## src/hdl/m4inv_pkg.sv

```systemverilog
// Shared types, constants and saturating arithmetic for the 4x4 matrix inverse.
// Holds the adjugate microprogram that the back end steps through.
// No dependencies.
package m4inv_pkg;

  localparam int FracBits  = 16;
  localparam int RecipBits = 63 - FracBits;
  localparam int NumElems  = 16;
  localparam int ElemW     = 32;
  localparam int ValW      = 64;
  localparam int RfDepth   = 46;
  localparam int RfAw      = 6;
  localparam int ProgLen   = 79;
  localparam int PcW       = 7;
  localparam int AdjBase   = 30;
  localparam int DetAddr   = 29;

  typedef logic [NumElems-1:0][ElemW-1:0] matrix_t;
  typedef logic signed [ValW-1:0] val_t;

  localparam val_t MaxVal = {1'b0, {(ValW-1){1'b1}}};
  localparam val_t MinVal = {1'b1, {(ValW-1){1'b0}}};

  typedef enum logic [1:0] {
    OP_LD,
    OP_MAC,
    OP_MSC,
    OP_ADDR
  } op_e;

  typedef struct packed {
    op_e             op;
    logic [RfAw-1:0] ra;
    logic [RfAw-1:0] rb;
    logic            st;
    logic            ng;
    logic [RfAw-1:0] dst;
  } instr_t;

  typedef enum logic [3:0] {
    B_IDLE,
    B_FILL,
    B_RD,
    B_OPS,
    B_MUL,
    B_WB,
    B_DSET,
    B_DIV,
    B_ORD,
    B_OST,
    B_OMUL,
    B_OUT
  } back_state_e;

  typedef enum logic [1:0] {
    M_IDLE,
    M_PROD,
    M_RND,
    M_SAT
  } mul_state_e;

  typedef struct packed {
    logic            start;
    logic [ValW-1:0] a;
    logic [ValW-1:0] b;
    logic            neg;
    logic            long_shift;
  } mul_req_t;

  typedef struct packed {
    logic done;
    val_t res;
  } mul_rsp_t;

  typedef struct packed {
    logic    push;
    matrix_t data;
  } q_push_t;

  function automatic val_t sadd(val_t a, val_t b);
    logic [ValW:0] s;
    s = {a[ValW-1], a} + {b[ValW-1], b};
    if (s[ValW] != s[ValW-1]) begin
      return s[ValW] ? MinVal : MaxVal;
    end
    return s[ValW-1:0];
  endfunction

  function automatic val_t sneg(val_t a);
    if (a == MinVal) begin
      return MaxVal;
    end
    return ~a + val_t'(1);
  endfunction

  function automatic val_t ssub(val_t a, val_t b);
    return sadd(a, sneg(b));
  endfunction

  function automatic logic [ValW-1:0] mag(val_t a);
    return a[ValW-1] ? (~a + 64'd1) : a;
  endfunction

  function automatic logic [ElemW-1:0] sat32(val_t a);
    if (a[ValW-1:ElemW-1] != {(ValW-ElemW+1){a[ValW-1]}}) begin
      return a[ValW-1] ? {1'b1, {(ElemW-1){1'b0}}} : {1'b0, {(ElemW-1){1'b1}}};
    end
    return a[ElemW-1:0];
  endfunction

  function automatic instr_t ins(op_e op, logic [RfAw-1:0] ra, logic [RfAw-1:0] rb,
                                 logic st, logic ng, logic [RfAw-1:0] dst);
    instr_t r;
    r.op  = op;
    r.ra  = ra;
    r.rb  = rb;
    r.st  = st;
    r.ng  = ng;
    r.dst = dst;
    return r;
  endfunction

  // Scratch map: elements 0..15 (row*4+col), s 16..18, t 19..21, u 22..24,
  // v 25..27, dot(t,u) 28, det 29, adjugate 30..45 row-major.
  function automatic instr_t prog(logic [PcW-1:0] pc);
    instr_t p;
    case (pc)
      7'd0:  p = ins(OP_LD,   6'd4,  6'd9,  1'b0, 1'b0, 6'd0);
      7'd1:  p = ins(OP_MSC,  6'd8,  6'd5,  1'b1, 1'b0, 6'd16);
      7'd2:  p = ins(OP_LD,   6'd8,  6'd1,  1'b0, 1'b0, 6'd0);
      7'd3:  p = ins(OP_MSC,  6'd0,  6'd9,  1'b1, 1'b0, 6'd17);
      7'd4:  p = ins(OP_LD,   6'd0,  6'd5,  1'b0, 1'b0, 6'd0);
      7'd5:  p = ins(OP_MSC,  6'd4,  6'd1,  1'b1, 1'b0, 6'd18);
      7'd6:  p = ins(OP_LD,   6'd6,  6'd11, 1'b0, 1'b0, 6'd0);
      7'd7:  p = ins(OP_MSC,  6'd10, 6'd7,  1'b1, 1'b0, 6'd19);
      7'd8:  p = ins(OP_LD,   6'd10, 6'd3,  1'b0, 1'b0, 6'd0);
      7'd9:  p = ins(OP_MSC,  6'd2,  6'd11, 1'b1, 1'b0, 6'd20);
      7'd10: p = ins(OP_LD,   6'd2,  6'd7,  1'b0, 1'b0, 6'd0);
      7'd11: p = ins(OP_MSC,  6'd6,  6'd3,  1'b1, 1'b0, 6'd21);
      7'd12: p = ins(OP_LD,   6'd0,  6'd13, 1'b0, 1'b0, 6'd0);
      7'd13: p = ins(OP_MSC,  6'd1,  6'd12, 1'b1, 1'b0, 6'd22);
      7'd14: p = ins(OP_LD,   6'd4,  6'd13, 1'b0, 1'b0, 6'd0);
      7'd15: p = ins(OP_MSC,  6'd5,  6'd12, 1'b1, 1'b0, 6'd23);
      7'd16: p = ins(OP_LD,   6'd8,  6'd13, 1'b0, 1'b0, 6'd0);
      7'd17: p = ins(OP_MSC,  6'd9,  6'd12, 1'b1, 1'b0, 6'd24);
      7'd18: p = ins(OP_LD,   6'd2,  6'd15, 1'b0, 1'b0, 6'd0);
      7'd19: p = ins(OP_MSC,  6'd3,  6'd14, 1'b1, 1'b0, 6'd25);
      7'd20: p = ins(OP_LD,   6'd6,  6'd15, 1'b0, 1'b0, 6'd0);
      7'd21: p = ins(OP_MSC,  6'd7,  6'd14, 1'b1, 1'b0, 6'd26);
      7'd22: p = ins(OP_LD,   6'd10, 6'd15, 1'b0, 1'b0, 6'd0);
      7'd23: p = ins(OP_MSC,  6'd11, 6'd14, 1'b1, 1'b0, 6'd27);
      7'd24: p = ins(OP_LD,   6'd19, 6'd22, 1'b0, 1'b0, 6'd0);
      7'd25: p = ins(OP_MAC,  6'd20, 6'd23, 1'b0, 1'b0, 6'd0);
      7'd26: p = ins(OP_MAC,  6'd21, 6'd24, 1'b1, 1'b0, 6'd28);
      7'd27: p = ins(OP_LD,   6'd16, 6'd25, 1'b0, 1'b0, 6'd0);
      7'd28: p = ins(OP_MAC,  6'd17, 6'd26, 1'b0, 1'b0, 6'd0);
      7'd29: p = ins(OP_MAC,  6'd18, 6'd27, 1'b0, 1'b0, 6'd0);
      7'd30: p = ins(OP_ADDR, 6'd0,  6'd28, 1'b1, 1'b0, 6'd29);
      7'd31: p = ins(OP_LD,   6'd5,  6'd27, 1'b0, 1'b0, 6'd0);
      7'd32: p = ins(OP_MSC,  6'd9,  6'd26, 1'b0, 1'b0, 6'd0);
      7'd33: p = ins(OP_MAC,  6'd19, 6'd13, 1'b1, 1'b0, 6'd30);
      7'd34: p = ins(OP_LD,   6'd9,  6'd25, 1'b0, 1'b0, 6'd0);
      7'd35: p = ins(OP_MSC,  6'd1,  6'd27, 1'b0, 1'b0, 6'd0);
      7'd36: p = ins(OP_MAC,  6'd20, 6'd13, 1'b1, 1'b0, 6'd31);
      7'd37: p = ins(OP_LD,   6'd1,  6'd26, 1'b0, 1'b0, 6'd0);
      7'd38: p = ins(OP_MSC,  6'd5,  6'd25, 1'b0, 1'b0, 6'd0);
      7'd39: p = ins(OP_MAC,  6'd21, 6'd13, 1'b1, 1'b0, 6'd32);
      7'd40: p = ins(OP_LD,   6'd1,  6'd19, 1'b0, 1'b0, 6'd0);
      7'd41: p = ins(OP_MAC,  6'd5,  6'd20, 1'b0, 1'b0, 6'd0);
      7'd42: p = ins(OP_MAC,  6'd9,  6'd21, 1'b1, 1'b1, 6'd33);
      7'd43: p = ins(OP_LD,   6'd26, 6'd8,  1'b0, 1'b0, 6'd0);
      7'd44: p = ins(OP_MSC,  6'd27, 6'd4,  1'b0, 1'b0, 6'd0);
      7'd45: p = ins(OP_MSC,  6'd19, 6'd12, 1'b1, 1'b0, 6'd34);
      7'd46: p = ins(OP_LD,   6'd27, 6'd0,  1'b0, 1'b0, 6'd0);
      7'd47: p = ins(OP_MSC,  6'd25, 6'd8,  1'b0, 1'b0, 6'd0);
      7'd48: p = ins(OP_MSC,  6'd20, 6'd12, 1'b1, 1'b0, 6'd35);
      7'd49: p = ins(OP_LD,   6'd25, 6'd4,  1'b0, 1'b0, 6'd0);
      7'd50: p = ins(OP_MSC,  6'd26, 6'd0,  1'b0, 1'b0, 6'd0);
      7'd51: p = ins(OP_MSC,  6'd21, 6'd12, 1'b1, 1'b0, 6'd36);
      7'd52: p = ins(OP_LD,   6'd0,  6'd19, 1'b0, 1'b0, 6'd0);
      7'd53: p = ins(OP_MAC,  6'd4,  6'd20, 1'b0, 1'b0, 6'd0);
      7'd54: p = ins(OP_MAC,  6'd8,  6'd21, 1'b1, 1'b0, 6'd37);
      7'd55: p = ins(OP_LD,   6'd7,  6'd24, 1'b0, 1'b0, 6'd0);
      7'd56: p = ins(OP_MSC,  6'd11, 6'd23, 1'b0, 1'b0, 6'd0);
      7'd57: p = ins(OP_MAC,  6'd16, 6'd15, 1'b1, 1'b0, 6'd38);
      7'd58: p = ins(OP_LD,   6'd11, 6'd22, 1'b0, 1'b0, 6'd0);
      7'd59: p = ins(OP_MSC,  6'd3,  6'd24, 1'b0, 1'b0, 6'd0);
      7'd60: p = ins(OP_MAC,  6'd17, 6'd15, 1'b1, 1'b0, 6'd39);
      7'd61: p = ins(OP_LD,   6'd3,  6'd23, 1'b0, 1'b0, 6'd0);
      7'd62: p = ins(OP_MSC,  6'd7,  6'd22, 1'b0, 1'b0, 6'd0);
      7'd63: p = ins(OP_MAC,  6'd18, 6'd15, 1'b1, 1'b0, 6'd40);
      7'd64: p = ins(OP_LD,   6'd3,  6'd16, 1'b0, 1'b0, 6'd0);
      7'd65: p = ins(OP_MAC,  6'd7,  6'd17, 1'b0, 1'b0, 6'd0);
      7'd66: p = ins(OP_MAC,  6'd11, 6'd18, 1'b1, 1'b1, 6'd41);
      7'd67: p = ins(OP_LD,   6'd23, 6'd10, 1'b0, 1'b0, 6'd0);
      7'd68: p = ins(OP_MSC,  6'd24, 6'd6,  1'b0, 1'b0, 6'd0);
      7'd69: p = ins(OP_MSC,  6'd16, 6'd14, 1'b1, 1'b0, 6'd42);
      7'd70: p = ins(OP_LD,   6'd24, 6'd2,  1'b0, 1'b0, 6'd0);
      7'd71: p = ins(OP_MSC,  6'd22, 6'd10, 1'b0, 1'b0, 6'd0);
      7'd72: p = ins(OP_MSC,  6'd17, 6'd14, 1'b1, 1'b0, 6'd43);
      7'd73: p = ins(OP_LD,   6'd22, 6'd6,  1'b0, 1'b0, 6'd0);
      7'd74: p = ins(OP_MSC,  6'd23, 6'd2,  1'b0, 1'b0, 6'd0);
      7'd75: p = ins(OP_MSC,  6'd18, 6'd14, 1'b1, 1'b0, 6'd44);
      7'd76: p = ins(OP_LD,   6'd2,  6'd16, 1'b0, 1'b0, 6'd0);
      7'd77: p = ins(OP_MAC,  6'd6,  6'd17, 1'b0, 1'b0, 6'd0);
      7'd78: p = ins(OP_MAC,  6'd10, 6'd18, 1'b1, 1'b0, 6'd45);
      default: p = ins(OP_LD, 6'd0, 6'd0, 1'b0, 1'b0, 6'd0);
    endcase
    return p;
  endfunction

endpackage

```

## src/hdl/m4inv_front.sv

```systemverilog
// Front end: element store, load position and hand-off of complete matrices.
// Depends on m4inv_pkg.
module m4inv_front (
  input  logic                                      clk_i,
  input  logic                                      rst_ni,
  input  logic                                      in_valid_i,
  output logic                                      in_ready_o,
  input  logic signed [m4inv_pkg::ElemW-1:0]        element_value_i,
  input  logic                                      last_element_i,
  input  logic                                      q_ready_i,
  output m4inv_pkg::q_push_t                        q_push_o
);

  m4inv_pkg::matrix_t store_q, store_d;
  logic [3:0]         pos_q, pos_d;
  logic               accept;

  // hold a last beat until the queue has room
  assign in_ready_o = !last_element_i || q_ready_i;
  assign accept     = in_valid_i && in_ready_o;

  always_comb begin
    store_d        = store_q;
    store_d[pos_q] = element_value_i;
    pos_d          = last_element_i ? 4'd0 : pos_q + 4'd1;
  end

  assign q_push_o.push = accept && last_element_i;
  assign q_push_o.data = store_d;

  always_ff @(posedge clk_i or negedge rst_ni) begin
    if (!rst_ni) begin
      store_q <= '0;
      pos_q   <= '0;
    end else if (accept) begin
      store_q <= store_d;
      pos_q   <= pos_d;
    end
  end

endmodule

```

## config.mk

```make
export PLATFORM = sky130hd
export DESIGN_NAME = m4inv_front
export DESIGN_NICKNAME = d
export VERILOG_FILES = /design/src/hdl/m4inv_pkg.sv /design/src/hdl/m4inv_front.sv
export SDC_FILE = /design/constraint.sdc
export NUM_CORES = 1
export LEC_CHECK = 0
export BUFFER_PORTS_ARGS = -buffer_cell sky130_fd_sc_hd__buf_2
export CAP_MARGIN = 25
export CELL_PAD_IN_SITES_DETAIL_PLACEMENT = 1
export CELL_PAD_IN_SITES_GLOBAL_PLACEMENT = 1
export CORE_MARGIN = 8
export CORE_UTILIZATION = 40
export CTS_CLUSTER_SIZE = 28
export DETAILED_ROUTE_END_ITERATION = 8
export GPL_TIMING_DRIVEN = 0
export PLACE_DENSITY = 0.8
export SYNTH_ARGS = -nofsm -noshare
export SYNTH_HDL_FRONTEND = slang
export SYNTH_SLANG_ARGS = --single-unit
```

## constraint.sdc

```tcl
create_clock -name clk_i -period 2.8 [get_ports clk_i]
set_input_delay 0.56 -clock clk_i [delete_from_list [all_inputs] [get_ports clk_i]]
set_output_delay 0.56 -clock clk_i [all_outputs]
set_load 0.02 [all_outputs]
```

==> run_results.csv <==
group,metric,value,unit
run,cap_violations,0,
setup_path,cp-endpoint,"q_push_o[105]",
global_routing,grt_use_total,28.79,%
sta,finalSetupViolCount,562,
sta,rsz0062_at_grt,"true",
setup_path,ff2ff_setup_slack,-0.11,ns
final_layout,final_cell_mix,"mux2_2, dfrtp_1, buf_2",
clock_tree,htree_levels,2,
outcome,status,"complete, but fails checks",
clock_tree,cts_sinks,516,
floorplan,coreArea,64580,um^2
pwr,total_power,45680,uW
synth,synthTopCellsByArea,"dfrtp_1, mux2_2, mux2_4",
clock_tree,cts-root-buf,"clkbuf_16",
setup_path,crit_path_frequent_cell,"buf_6",
final_layout,stdcell_area,36100,um^2
setup_path,cp-start-kind,"flip-flop",
detailed_routing,drc,0,
floorplan,num_rows,93,
synth,yosysTopAreaCell,"dfrtp_1",
setup_path,r2r_cells,6,
global_routing,antenna_found_initial,5,
global_routing,overflow,0,
synth,netlist_instances,1812,
detailed_routing,postRouteAntennaNets,0,
sta,slew_headroom,23.79,%
setup_path,critical-path-max-stage-delay,0.49,ns
detailed_routing,post_drt_wl_per_cell,33.94,um
sta,timing.setup.tns,-98.24,ns
floorplan,start_util,40.46,%
floorplan,dieArea,73760,um^2
synth,yosys_warnings,0,
setup_path,critPathMaxFanout,5,
placement,gp_congestion,0.8803,
synth,syn_area,26130,um^2
sta,fin_ws,-0.3149,ns
setup_path,path_class,"reg -> out",
synth,yosysTopAreaCellShare,49.41,%
synth,synth.distinct_cells,31,
setup_path,cp.arrival,2.55,ns
pwr,power_density,1265,nW/um^2
clock_tree,cts_buffers,58,
setup_path,r2r-end,"store_q[80]",
synth,seq_area_frac_synth,49.41,%
sta,fmax,0.3210,GHz
synth,syn_avg_cell_area,14.42,um^2
global_routing,grt_pass1_wl,158800,um
final_layout,layout_commonest_cell,"mux2_2",
sta,slew_viol_final,0,
setup_path,reg2reg_from,"pos_q[0]",
sta,hold_ws,0.2128,ns
final_layout,syn_to_final_growth,38.16,%
floorplan,die_h,271.6,um
detailed_routing,dr.pass1.iters,5,
final_layout,drive_above_1_share,73.47,%
floorplan,die_x,271.6,um
setup_path,crit_slowest_cell,"dfrtp_2",
placement,port_buffers,549,
placement,hpwl,75000,um
final_layout,nets,2568,
sta,min_period,3.115,ns
setup_path,startpoint,"pos_q[0]",
setup_path,crit_path_cell_trace,"ha_4 > nor3b_4 > buf_6 > buf_8 > clkbuf_16 > mux2_4 > buf_6",
placement,postPlaceCellArea,30070,um^2
sta,finClkSkew,0.02234,ns
clock_tree,insertion_delay,0.63,ns
sta,worst_pin_slew,1.134,ns
clock_tree,cts_tree,"built",
outcome,violations,"negative setup slack",
detailed_routing,drt-initial-drc-count,1238,
floorplan,io_pins,551,
sta,period_share,111.2,%
clock_tree,clk_pin_slew_worst_paths,0.07,ns
pwr,p_leak,0.01770,uW
synth,ys_seq_elements,516,
detailed_routing,via_per_inst,5.665,
detailed_routing,wl,116300,um
sta,hold_viol_final,0,
pwr,peakVddDrop,0.8472,mV
setup_path,endpoint_kind,"output pin",
global_routing,grt_pass1_vias,21880,
min_path,hold_path.class,"in -> reg",
synth,syn_nets,1854,
detailed_routing,num_vias,19420,
setup_path,crit_required,2.24,ns
global_routing,grt_max_degree,122,
clock_tree,clk_path_buf_depth,3,
## worst max-delay path, delay by kind of cell (launching register included)
kind	cells	cell delay [ns]
simple gates	1	0.21
flops	1	0.49
fa+ha+maj	1	0.23
mux	1	0.33
buf+inv	4	0.65
## cells in the mapped netlist
| cell type | count |
|---|---|
| a22o_1 | 1 |
| a32o_1 | 1 |
| and2_1 | 3 |
| and3_1 | 1 |
| buf_1 | 3 |
| buf_2 | 73 |
| buf_4 | 13 |
| buf_6 | 7 |
| clkbuf_1 | 110 |
| dfrtp_1 | 516 |
| ha_1 | 5 |
| inv_1 | 6 |
| mux2_1 | 37 |
| mux2_2 | 927 |
| mux2_4 | 60 |
| nand2_1 | 12 |
| nand2b_1 | 2 |
| nand3_1 | 4 |
| nand3_2 | 3 |
| nand3b_1 | 1 |
| nand3b_2 | 1 |
| nand3b_4 | 1 |
| nor2_1 | 1 |
| nor2b_1 | 3 |
| nor3_2 | 8 |
| nor3b_4 | 1 |
| nor4_2 | 2 |
| nor4_4 | 1 |
| o21ai_0 | 4 |
| o311ai_0 | 1 |
| or3_1 | 4 |
## report_power, final
group	switching [uW]	internal, uW
registers	2190	10900
clock network	3360	4580
logic	12900	11700
## through the flow
step                std cells  worst slack (ns)  utilization [%]
finish                   3428           -0.3149            55.90
CTS                      3393           -0.2046            53.74
detailed placement       3220           -0.2664            46.56
floorplan                1812            0.5516                -
global placement         3216            -9.354            46.37
global route             3427           -0.3224            55.90
## routing by layer
layer | vias up | wire length (um) | track usage, %
met5 | - | 26 | 0
met4 | 4 | 5616 | 12.63
met3 | 297 | 7649 | 6.295
met2 | 882 | 57430 | 49.28
met1 | 10320 | 45620 | 34.66
li1 | 7916 | - | -
## area by class of cell
class | instances | area, um^2
fillers | 6267 | 28480
inverters | 6 | 27.53
plain buffers | 203 | 1680
repair buffers | 657 | 5455
well taps | 855 | 1070
clock buffers | 83 | 1695
multi-input cells | 1084 | 12990
flip-flops and latches | 516 | 12910
clock inverters | 22 | 264.0
diodes | 2 | 5.005
## how the worst min path moves through the flow
stage,to,cells after the start,slack [ns],startpoint
detailed placement,store_q[20],1,0.47,store_q[20]
global placement,store_q[20],1,0.46,store_q[20]
floorplan,pos_q[0],0,0.26,rst_ni
finish,store_q[407],2,0.21,element_value_i[23]
CTS,store_q[407],2,0.17,element_value_i[23]
global route,store_q[440],2,0.21,element_value_i[24]
## registers in the layout, summed over array words and instances (netlist names)
signal	flops
pos_q	4
store_q	512
## logic make-up (layout without fill, tap and decap cells)
| family | Yosys count | in the layout | synth area share (%) |
|---|---|---|---|
| compound gates | 7 | 7 | 0.1820 |
| fa+ha+maj | 5 | 5 | 0.2394 |
| buf+inv | 212 | 971 | 3.783 |
| flops | 516 | 516 | 49.41 |
| mux | 1024 | 1024 | 44.99 |
| other cells | 0 | 2 | 0 |
| simple gates | 48 | 48 | 1.393 |
## what timing repair did
item | in CTS | in global routing
hold buffers | 1 | 0
gates resized for setup | 518 | 255
pin swaps | 9 | 8
setup endpoints to repair | 508 | 544
gates cloned | 12 | 17
endpoints found under the hold margin | 63 | 0
buffers inserted | 58 | 18
(Power assumes the default switching activity.)
