### config.mk
export PLATFORM = sky130hd
export DESIGN_NAME = m4inv_mul
export DESIGN_NICKNAME = d
export VERILOG_FILES = /design/src/hdl/m4inv_pkg.sv /design/src/hdl/m4inv_mul.sv
export SDC_FILE = /design/constraint.sdc
export NUM_CORES = 2
export LEC_CHECK = 0
export CORE_ASPECT_RATIO = 1.4
export CORE_MARGIN = 4
export CORE_UTILIZATION = 34
export CTS_CLUSTER_SIZE = 16
export DETAILED_ROUTE_END_ITERATION = 12
export DONT_BUFFER_PORTS = 1
export SYNTH_ARGS = -nofsm -noshare
export SYNTH_HDL_FRONTEND = slang
export SYNTH_SLANG_ARGS = --single-unit
### constraint.sdc
create_clock -name clk_i -period 13.1 [get_ports clk_i]
set_input_delay 0.655 -clock clk_i [delete_from_list [all_inputs] [get_ports clk_i]]
set_output_delay 0.655 -clock clk_i [all_outputs]
set_load 0.005 [all_outputs]
### src/hdl/m4inv_pkg.sv
// Shared types, constants and saturating arithmetic for the 4x4 matrix inverse.
// Holds the adjugate microprogram that the back end steps through.
// No dependencies.
package m4inv_pkg;

  localparam int FracBits  = 16;
  localparam int RecipBits = 63 - FracBits;
  localparam int NumElems  = 16;
  localparam int ElemW     = 32;
  localparam int ValW      = 64;
  localparam int RfDepth   = 46;
  localparam int RfAw      = 6;
  localparam int ProgLen   = 79;
  localparam int PcW       = 7;
  localparam int AdjBase   = 30;
  localparam int DetAddr   = 29;

  typedef logic [NumElems-1:0][ElemW-1:0] matrix_t;
  typedef logic signed [ValW-1:0] val_t;

  localparam val_t MaxVal = {1'b0, {(ValW-1){1'b1}}};
  localparam val_t MinVal = {1'b1, {(ValW-1){1'b0}}};

  typedef enum logic [1:0] {
    OP_LD,
    OP_MAC,
    OP_MSC,
    OP_ADDR
  } op_e;

  typedef struct packed {
    op_e             op;
    logic [RfAw-1:0] ra;
    logic [RfAw-1:0] rb;
    logic            st;
    logic            ng;
    logic [RfAw-1:0] dst;
  } instr_t;

  typedef enum logic [3:0] {
    B_IDLE,
    B_FILL,
    B_RD,
    B_OPS,
    B_MUL,
    B_WB,
    B_DSET,
    B_DIV,
    B_ORD,
    B_OST,
    B_OMUL,
    B_OUT
  } back_state_e;

  typedef enum logic [1:0] {
    M_IDLE,
    M_PROD,
    M_RND,
    M_SAT
  } mul_state_e;

  typedef struct packed {
    logic            start;
    logic [ValW-1:0] a;
    logic [ValW-1:0] b;
    logic            neg;
    logic            long_shift;
  } mul_req_t;

  typedef struct packed {
    logic done;
    val_t res;
  } mul_rsp_t;

  typedef struct packed {
    logic    push;
    matrix_t data;
  } q_push_t;

  function automatic val_t sadd(val_t a, val_t b);
    logic [ValW:0] s;
    s = {a[ValW-1], a} + {b[ValW-1], b};
    if (s[ValW] != s[ValW-1]) begin
      return s[ValW] ? MinVal : MaxVal;
    end
    return s[ValW-1:0];
  endfunction

  function automatic val_t sneg(val_t a);
    if (a == MinVal) begin
      return MaxVal;
    end
    return ~a + val_t'(1);
  endfunction

  function automatic val_t ssub(val_t a, val_t b);
    return sadd(a, sneg(b));
  endfunction

  function automatic logic [ValW-1:0] mag(val_t a);
    return a[ValW-1] ? (~a + 64'd1) : a;
  endfunction

  function automatic logic [ElemW-1:0] sat32(val_t a);
    if (a[ValW-1:ElemW-1] != {(ValW-ElemW+1){a[ValW-1]}}) begin
      return a[ValW-1] ? {1'b1, {(ElemW-1){1'b0}}} : {1'b0, {(ElemW-1){1'b1}}};
    end
    return a[ElemW-1:0];
  endfunction

  function automatic instr_t ins(op_e op, logic [RfAw-1:0] ra, logic [RfAw-1:0] rb,
                                 logic st, logic ng, logic [RfAw-1:0] dst);
    instr_t r;
    r.op  = op;
    r.ra  = ra;
    r.rb  = rb;
    r.st  = st;
    r.ng  = ng;
    r.dst = dst;
    return r;
  endfunction

  // Scratch map: elements 0..15 (row*4+col), s 16..18, t 19..21, u 22..24,
  // v 25..27, dot(t,u) 28, det 29, adjugate 30..45 row-major.
  function automatic instr_t prog(logic [PcW-1:0] pc);
    instr_t p;
    case (pc)
      7'd0:  p = ins(OP_LD,   6'd4,  6'd9,  1'b0, 1'b0, 6'd0);
      7'd1:  p = ins(OP_MSC,  6'd8,  6'd5,  1'b1, 1'b0, 6'd16);
      7'd2:  p = ins(OP_LD,   6'd8,  6'd1,  1'b0, 1'b0, 6'd0);
      7'd3:  p = ins(OP_MSC,  6'd0,  6'd9,  1'b1, 1'b0, 6'd17);
      7'd4:  p = ins(OP_LD,   6'd0,  6'd5,  1'b0, 1'b0, 6'd0);
      7'd5:  p = ins(OP_MSC,  6'd4,  6'd1,  1'b1, 1'b0, 6'd18);
      7'd6:  p = ins(OP_LD,   6'd6,  6'd11, 1'b0, 1'b0, 6'd0);
      7'd7:  p = ins(OP_MSC,  6'd10, 6'd7,  1'b1, 1'b0, 6'd19);
      7'd8:  p = ins(OP_LD,   6'd10, 6'd3,  1'b0, 1'b0, 6'd0);
      7'd9:  p = ins(OP_MSC,  6'd2,  6'd11, 1'b1, 1'b0, 6'd20);
      7'd10: p = ins(OP_LD,   6'd2,  6'd7,  1'b0, 1'b0, 6'd0);
      7'd11: p = ins(OP_MSC,  6'd6,  6'd3,  1'b1, 1'b0, 6'd21);
      7'd12: p = ins(OP_LD,   6'd0,  6'd13, 1'b0, 1'b0, 6'd0);
      7'd13: p = ins(OP_MSC,  6'd1,  6'd12, 1'b1, 1'b0, 6'd22);
      7'd14: p = ins(OP_LD,   6'd4,  6'd13, 1'b0, 1'b0, 6'd0);
      7'd15: p = ins(OP_MSC,  6'd5,  6'd12, 1'b1, 1'b0, 6'd23);
      7'd16: p = ins(OP_LD,   6'd8,  6'd13, 1'b0, 1'b0, 6'd0);
      7'd17: p = ins(OP_MSC,  6'd9,  6'd12, 1'b1, 1'b0, 6'd24);
      7'd18: p = ins(OP_LD,   6'd2,  6'd15, 1'b0, 1'b0, 6'd0);
      7'd19: p = ins(OP_MSC,  6'd3,  6'd14, 1'b1, 1'b0, 6'd25);
      7'd20: p = ins(OP_LD,   6'd6,  6'd15, 1'b0, 1'b0, 6'd0);
      7'd21: p = ins(OP_MSC,  6'd7,  6'd14, 1'b1, 1'b0, 6'd26);
      7'd22: p = ins(OP_LD,   6'd10, 6'd15, 1'b0, 1'b0, 6'd0);
      7'd23: p = ins(OP_MSC,  6'd11, 6'd14, 1'b1, 1'b0, 6'd27);
      7'd24: p = ins(OP_LD,   6'd19, 6'd22, 1'b0, 1'b0, 6'd0);
      7'd25: p = ins(OP_MAC,  6'd20, 6'd23, 1'b0, 1'b0, 6'd0);
      7'd26: p = ins(OP_MAC,  6'd21, 6'd24, 1'b1, 1'b0, 6'd28);
      7'd27: p = ins(OP_LD,   6'd16, 6'd25, 1'b0, 1'b0, 6'd0);
      7'd28: p = ins(OP_MAC,  6'd17, 6'd26, 1'b0, 1'b0, 6'd0);
      7'd29: p = ins(OP_MAC,  6'd18, 6'd27, 1'b0, 1'b0, 6'd0);
      7'd30: p = ins(OP_ADDR, 6'd0,  6'd28, 1'b1, 1'b0, 6'd29);
      7'd31: p = ins(OP_LD,   6'd5,  6'd27, 1'b0, 1'b0, 6'd0);
      7'd32: p = ins(OP_MSC,  6'd9,  6'd26, 1'b0, 1'b0, 6'd0);
      7'd33: p = ins(OP_MAC,  6'd19, 6'd13, 1'b1, 1'b0, 6'd30);
      7'd34: p = ins(OP_LD,   6'd9,  6'd25, 1'b0, 1'b0, 6'd0);
      7'd35: p = ins(OP_MSC,  6'd1,  6'd27, 1'b0, 1'b0, 6'd0);
      7'd36: p = ins(OP_MAC,  6'd20, 6'd13, 1'b1, 1'b0, 6'd31);
      7'd37: p = ins(OP_LD,   6'd1,  6'd26, 1'b0, 1'b0, 6'd0);
      7'd38: p = ins(OP_MSC,  6'd5,  6'd25, 1'b0, 1'b0, 6'd0);
      7'd39: p = ins(OP_MAC,  6'd21, 6'd13, 1'b1, 1'b0, 6'd32);
      7'd40: p = ins(OP_LD,   6'd1,  6'd19, 1'b0, 1'b0, 6'd0);
      7'd41: p = ins(OP_MAC,  6'd5,  6'd20, 1'b0, 1'b0, 6'd0);
      7'd42: p = ins(OP_MAC,  6'd9,  6'd21, 1'b1, 1'b1, 6'd33);
      7'd43: p = ins(OP_LD,   6'd26, 6'd8,  1'b0, 1'b0, 6'd0);
      7'd44: p = ins(OP_MSC,  6'd27, 6'd4,  1'b0, 1'b0, 6'd0);
      7'd45: p = ins(OP_MSC,  6'd19, 6'd12, 1'b1, 1'b0, 6'd34);
      7'd46: p = ins(OP_LD,   6'd27, 6'd0,  1'b0, 1'b0, 6'd0);
      7'd47: p = ins(OP_MSC,  6'd25, 6'd8,  1'b0, 1'b0, 6'd0);
      7'd48: p = ins(OP_MSC,  6'd20, 6'd12, 1'b1, 1'b0, 6'd35);
      7'd49: p = ins(OP_LD,   6'd25, 6'd4,  1'b0, 1'b0, 6'd0);
      7'd50: p = ins(OP_MSC,  6'd26, 6'd0,  1'b0, 1'b0, 6'd0);
      7'd51: p = ins(OP_MSC,  6'd21, 6'd12, 1'b1, 1'b0, 6'd36);
      7'd52: p = ins(OP_LD,   6'd0,  6'd19, 1'b0, 1'b0, 6'd0);
      7'd53: p = ins(OP_MAC,  6'd4,  6'd20, 1'b0, 1'b0, 6'd0);
      7'd54: p = ins(OP_MAC,  6'd8,  6'd21, 1'b1, 1'b0, 6'd37);
      7'd55: p = ins(OP_LD,   6'd7,  6'd24, 1'b0, 1'b0, 6'd0);
      7'd56: p = ins(OP_MSC,  6'd11, 6'd23, 1'b0, 1'b0, 6'd0);
      7'd57: p = ins(OP_MAC,  6'd16, 6'd15, 1'b1, 1'b0, 6'd38);
      7'd58: p = ins(OP_LD,   6'd11, 6'd22, 1'b0, 1'b0, 6'd0);
      7'd59: p = ins(OP_MSC,  6'd3,  6'd24, 1'b0, 1'b0, 6'd0);
      7'd60: p = ins(OP_MAC,  6'd17, 6'd15, 1'b1, 1'b0, 6'd39);
      7'd61: p = ins(OP_LD,   6'd3,  6'd23, 1'b0, 1'b0, 6'd0);
      7'd62: p = ins(OP_MSC,  6'd7,  6'd22, 1'b0, 1'b0, 6'd0);
      7'd63: p = ins(OP_MAC,  6'd18, 6'd15, 1'b1, 1'b0, 6'd40);
      7'd64: p = ins(OP_LD,   6'd3,  6'd16, 1'b0, 1'b0, 6'd0);
      7'd65: p = ins(OP_MAC,  6'd7,  6'd17, 1'b0, 1'b0, 6'd0);
      7'd66: p = ins(OP_MAC,  6'd11, 6'd18, 1'b1, 1'b1, 6'd41);
      7'd67: p = ins(OP_LD,   6'd23, 6'd10, 1'b0, 1'b0, 6'd0);
      7'd68: p = ins(OP_MSC,  6'd24, 6'd6,  1'b0, 1'b0, 6'd0);
      7'd69: p = ins(OP_MSC,  6'd16, 6'd14, 1'b1, 1'b0, 6'd42);
      7'd70: p = ins(OP_LD,   6'd24, 6'd2,  1'b0, 1'b0, 6'd0);
      7'd71: p = ins(OP_MSC,  6'd22, 6'd10, 1'b0, 1'b0, 6'd0);
      7'd72: p = ins(OP_MSC,  6'd17, 6'd14, 1'b1, 1'b0, 6'd43);
      7'd73: p = ins(OP_LD,   6'd22, 6'd6,  1'b0, 1'b0, 6'd0);
      7'd74: p = ins(OP_MSC,  6'd23, 6'd2,  1'b0, 1'b0, 6'd0);
      7'd75: p = ins(OP_MSC,  6'd18, 6'd14, 1'b1, 1'b0, 6'd44);
      7'd76: p = ins(OP_LD,   6'd2,  6'd16, 1'b0, 1'b0, 6'd0);
      7'd77: p = ins(OP_MAC,  6'd6,  6'd17, 1'b0, 1'b0, 6'd0);
      7'd78: p = ins(OP_MAC,  6'd10, 6'd18, 1'b1, 1'b0, 6'd45);
      default: p = ins(OP_LD, 6'd0, 6'd0, 1'b0, 1'b0, 6'd0);
    endcase
    return p;
  endfunction

endpackage

### src/hdl/m4inv_mul.sv
// Shared 64x64 magnitude multiplier: four 32x32 partial products, then
// rounding half away from zero and saturation. Depends on m4inv_pkg.
module m4inv_mul (
  input  logic                clk_i,
  input  logic                rst_ni,
  input  m4inv_pkg::mul_req_t req_i,
  output m4inv_pkg::mul_rsp_t rsp_o
);

  localparam logic [127:0] HalfF = 128'(1) << (m4inv_pkg::FracBits - 1);
  localparam logic [127:0] HalfP = 128'(1) << (m4inv_pkg::RecipBits - 1);

  m4inv_pkg::mul_state_e state_q, state_d;
  logic [63:0]  a_q, a_d, b_q, b_d;
  logic         neg_q, neg_d, long_q, long_d;
  logic [2:0]   step_q, step_d, prev;
  logic [1:0]   pos;
  logic [63:0]  prod_q, prod_d;
  logic [127:0] acc_q, acc_d, rnd_q, rnd_d;
  logic [31:0]  a_half, b_half;
  m4inv_pkg::val_t res_q, res_d;
  logic         done_q, done_d;

  always_comb begin
    state_d = state_q;
    a_d     = a_q;
    b_d     = b_q;
    neg_d   = neg_q;
    long_d  = long_q;
    step_d  = step_q;
    prod_d  = prod_q;
    acc_d   = acc_q;
    rnd_d   = rnd_q;
    res_d   = res_q;
    done_d  = 1'b0;
    a_half  = step_q[1] ? a_q[63:32] : a_q[31:0];
    b_half  = step_q[0] ? b_q[63:32] : b_q[31:0];
    prev    = step_q - 3'd1;
    pos     = {1'b0, prev[1]} + {1'b0, prev[0]};
    case (state_q)
      m4inv_pkg::M_IDLE: begin
        if (req_i.start) begin
          a_d     = req_i.a;
          b_d     = req_i.b;
          neg_d   = req_i.neg;
          long_d  = req_i.long_shift;
          step_d  = '0;
          acc_d   = '0;
          state_d = m4inv_pkg::M_PROD;
        end
      end
      m4inv_pkg::M_PROD: begin
        prod_d = a_half * b_half;
        if (step_q != 3'd0) begin
          acc_d = acc_q + ({64'd0, prod_q} << {pos, 5'd0});
        end
        step_d = step_q + 3'd1;
        if (step_q == 3'd4) state_d = m4inv_pkg::M_RND;
      end
      m4inv_pkg::M_RND: begin
        rnd_d   = long_q ? (acc_q + HalfP) >> m4inv_pkg::RecipBits
                         : (acc_q + HalfF) >> m4inv_pkg::FracBits;
        state_d = m4inv_pkg::M_SAT;
      end
      m4inv_pkg::M_SAT: begin
        if (rnd_q[127:63] != '0) begin
          res_d = neg_q ? m4inv_pkg::MinVal : m4inv_pkg::MaxVal;
        end else begin
          res_d = neg_q ? ~rnd_q[63:0] + 64'd1 : rnd_q[63:0];
        end
        done_d  = 1'b1;
        state_d = m4inv_pkg::M_IDLE;
      end
      default: state_d = m4inv_pkg::M_IDLE;
    endcase
  end

  always_ff @(posedge clk_i or negedge rst_ni) begin
    if (!rst_ni) begin
      state_q <= m4inv_pkg::M_IDLE;
      done_q  <= 1'b0;
      step_q  <= '0;
    end else begin
      state_q <= state_d;
      done_q  <= done_d;
      step_q  <= step_d;
    end
  end

  always_ff @(posedge clk_i) begin
    a_q    <= a_d;
    b_q    <= b_d;
    neg_q  <= neg_d;
    long_q <= long_d;
    prod_q <= prod_d;
    acc_q  <= acc_d;
    rnd_q  <= rnd_d;
    res_q  <= res_d;
  end

  assign rsp_o.done = done_q;
  assign rsp_o.res  = res_q;

endmodule

==> metrics <==
initial antenna violation count 4; gate count of the mapped netlist just over 7000; destination of the worst hold path b_q[34]$_DFFE_PP_; hold buffer count at cts 50; number of enable flip-flop cells after synthesis 498; Fin. Hold Viols 0; First-pass DRT Iterations 6; crit-path max cell delay about 0.94 ns; count of unique library cells instantiated by Yosys 76; vias in the first global route roughly 56000; RePlAce Congestion 0.988; Relative slew margins 0.0763; Crit Reg-Reg Startpoint step_q[1]$_DFFE_PN0P_; cell with the most instances after synthesis sky130_fd_sc_hd__nor2_1; Final min period about 11 ns; top area cells in the synthesized netlist sky130_fd_sc_hd__fa_1 27%, sky130_fd_sc_hd__edfxtp_1 23%, sky130_fd_sc_hd__ha_1 7.7%; family with the most delay on the worst path adder cells; ys flop type sky130_fd_sc_hd__edfxtp_1; most prevalent standard cell on the critical path sky130_fd_sc_hd__fa_1; footprint of the multi-input gates around 46000 µm²; H-tree levels 2; async set-or-reset flop fraction in the synthesized netlist 0.0119; Worst-path clk slew about 0.09 ns; filler instances around 19000; count of input and output buffers 0; fraction of the yosys area taken by sequential cells 0.231; total number of nets in the final design around 8500; top fanout value on the critical path 37; hold crit path type input pin to flop; global-route wire length before repair around 370 mm; number of gates resized after cts 0; Worst Hold Path Cells 0; clock tree from TritonCTS built; placement-stage worst setup slack 2.52 ns; cts bufs inserted 60; ranking of synthesized cells by instance count 1056 x sky130_fd_sc_hd__nor2_1, 978 x sky130_fd_sc_hd__inv_1, 897 x sky130_fd_sc_hd__fa_1; wirelength, routed about 250 mm; setup repair after global routing missed its margin false; total grt overflow 0; Worst Hold Margin 0.0508 ns; Mapped Avg Cell Area about 9 µm²; clock root buffer sky130_fd_sc_hd__clkbuf_16; largest net degree at the start of global routing between 150 and 200; endpoint class of the critical path flop; Post-DRT Antenna Nets 0; total number of vias 53006; GRT Total Usage 0.250; post-DR wirelength/cell 26.1 µm; final core utilization 0.371; Max Root-Sink Buffers 3; post-synthesis register bit count ~500; aggregate negative setup slack 0 ns; clock tree skew after final layout between 0.09 and 0.1 ns; critical path type flop to flop; number of ports placed on the die boundary 198; top-area cell type share of the netlist area 0.274; Worst path slowest cell sky130_fd_sc_hd__mux2i_2; count of buffering cells on the critical path with inverters included 6; fin. max-slew vios 0; area taken by flip-flops and latches roughly 15000 µm²; share of cells above drive strength 1 0.0504; Reg-to-Reg End prod_q[63]$_DFFE_PP_; number of sinks on the clock net about 500; half-perimeter wire length after placement roughly 200 mm; effective utilization at floorplan 0.342; startpoint type of the worst setup path flop; net count after synthesis a little under 9000; Hold Crit Start req_i[36]; Critical Path AT around 11 ns; Worst Setup Slack, final between 2 and 2.5 ns; insertion delay of the later-clocked pin in the worst-skew pair 0.75 ns; outcome finished, final reports clean; required arrival time at the worst endpoint between 10 and 15 ns; synthesized cell area roughly 65000 µm²; synth warn 0; core area ~190000 µm²; Rows between 150 and 200; layout overhead on the synthesized area 8.43%; Die Span Y roughly 530 µm; reg-to-reg setup timing slack between 2 and 2.5 ns; count of endpoints failing setup in the final report 0; max-cap violations 0; cell depth of the worst flop-to-flop path 27; DRC violations left 0; Post CTS Setup Buffer Count 0; slew of the pin with the lowest slew margin about 1.3 ns; post-synthesis cell type with the largest combined area sky130_fd_sc_hd__fa_1; area of the die between 150000 and 200000 µm²; detailed-route vias per instance approximately 5.5; die extent in x around 380 µm; Starting DRT DRC Count about 3900; final clock period utilization by the worst path 0.811; Achievable Freq 94.1 MHz
-- cell families after synthesis --
kind of cell    synth area share
simple gates               0.170
buf+inv                   0.0773
fa+ha+maj                  0.351
compound gates            0.0962
flops                      0.231
xor+xnor                  0.0468
mux                       0.0278
-- how the worst max path moves through the flow --
stage                                      start                      to  slack (ns)  cells past startpoint
after floorplan           state_q[1]$_DFFE_PN0P_  acc_q[0]$_SDFFCE_PN0P_        3.38                      5
after global placement     step_q[1]$_DFFE_PN0P_    prod_q[63]$_DFFE_PP_        2.66                     27
after detailed placement   step_q[1]$_DFFE_PN0P_    prod_q[63]$_DFFE_PP_        2.52                     27
after CTS                  step_q[0]$_DFFE_PN0P_    prod_q[63]$_DFFE_PP_        2.57                     27
after global routing       step_q[1]$_DFFE_PN0P_    prod_q[56]$_DFFE_PP_        2.13                     27
final                      step_q[1]$_DFFE_PN0P_    prod_q[63]$_DFFE_PP_        2.48                     27
-- placed cells by master (no fill, tap or decap), drive strengths merged, types with 50 or more instances in the layout --
cell type	n
nor2	1058
inv	980
fa	897
nand2	805
edfxtp	498
ha	401
a21oi	377
o21ai	256
xnor2	191
xor2	159
nand4	118
a21o	113
mux2i	111
nor3	105
nand3	102
buf	92
clkbuf	65
nor2b	64
mux2	63
and2	54
dlygate4sd3	50
or3	50
-- final cells by class --
type,instances,share of cell area
Antenna cell,5,0.000176
Clock buffer,65,0.0214
Clock inverter,45,0.00960
Inverter,978,0.0517
Multi-Input combinational cell,5410,0.643
Sequential cell,504,0.213
Tap cell,2496,0.0440
Timing Repair Buffer,142,0.0171
-- flip-flops by register name (all words and copies together) (netlist names) --
register	flops
b_q	64
acc_q	128
done_q	1
state_q	2
step_q	3
rnd_q	112
prod_q	64
neg_q	1
long_q	1
res_q	64
a_q	64
-- stage by stage --
step,instance area (µm²),std cells
finish,71000,9645
global route,71000,9641
CTS,71000,9640
global placement,68300,9480
floorplan,65500,7259
detailed placement,68300,9480
-- routing by layer --
metal	global-route usage	vias up	routed length, µm
li1	-	23377	-
met1	0.271	26278	87000
met2	0.426	2474	121000
met3	0.0488	875	18200
met4	0.198	2	25700
met5	0	-	13
Power is not shown: default switching activity piles up to over one toggle a cycle in this logic, so the estimate is an artifact.
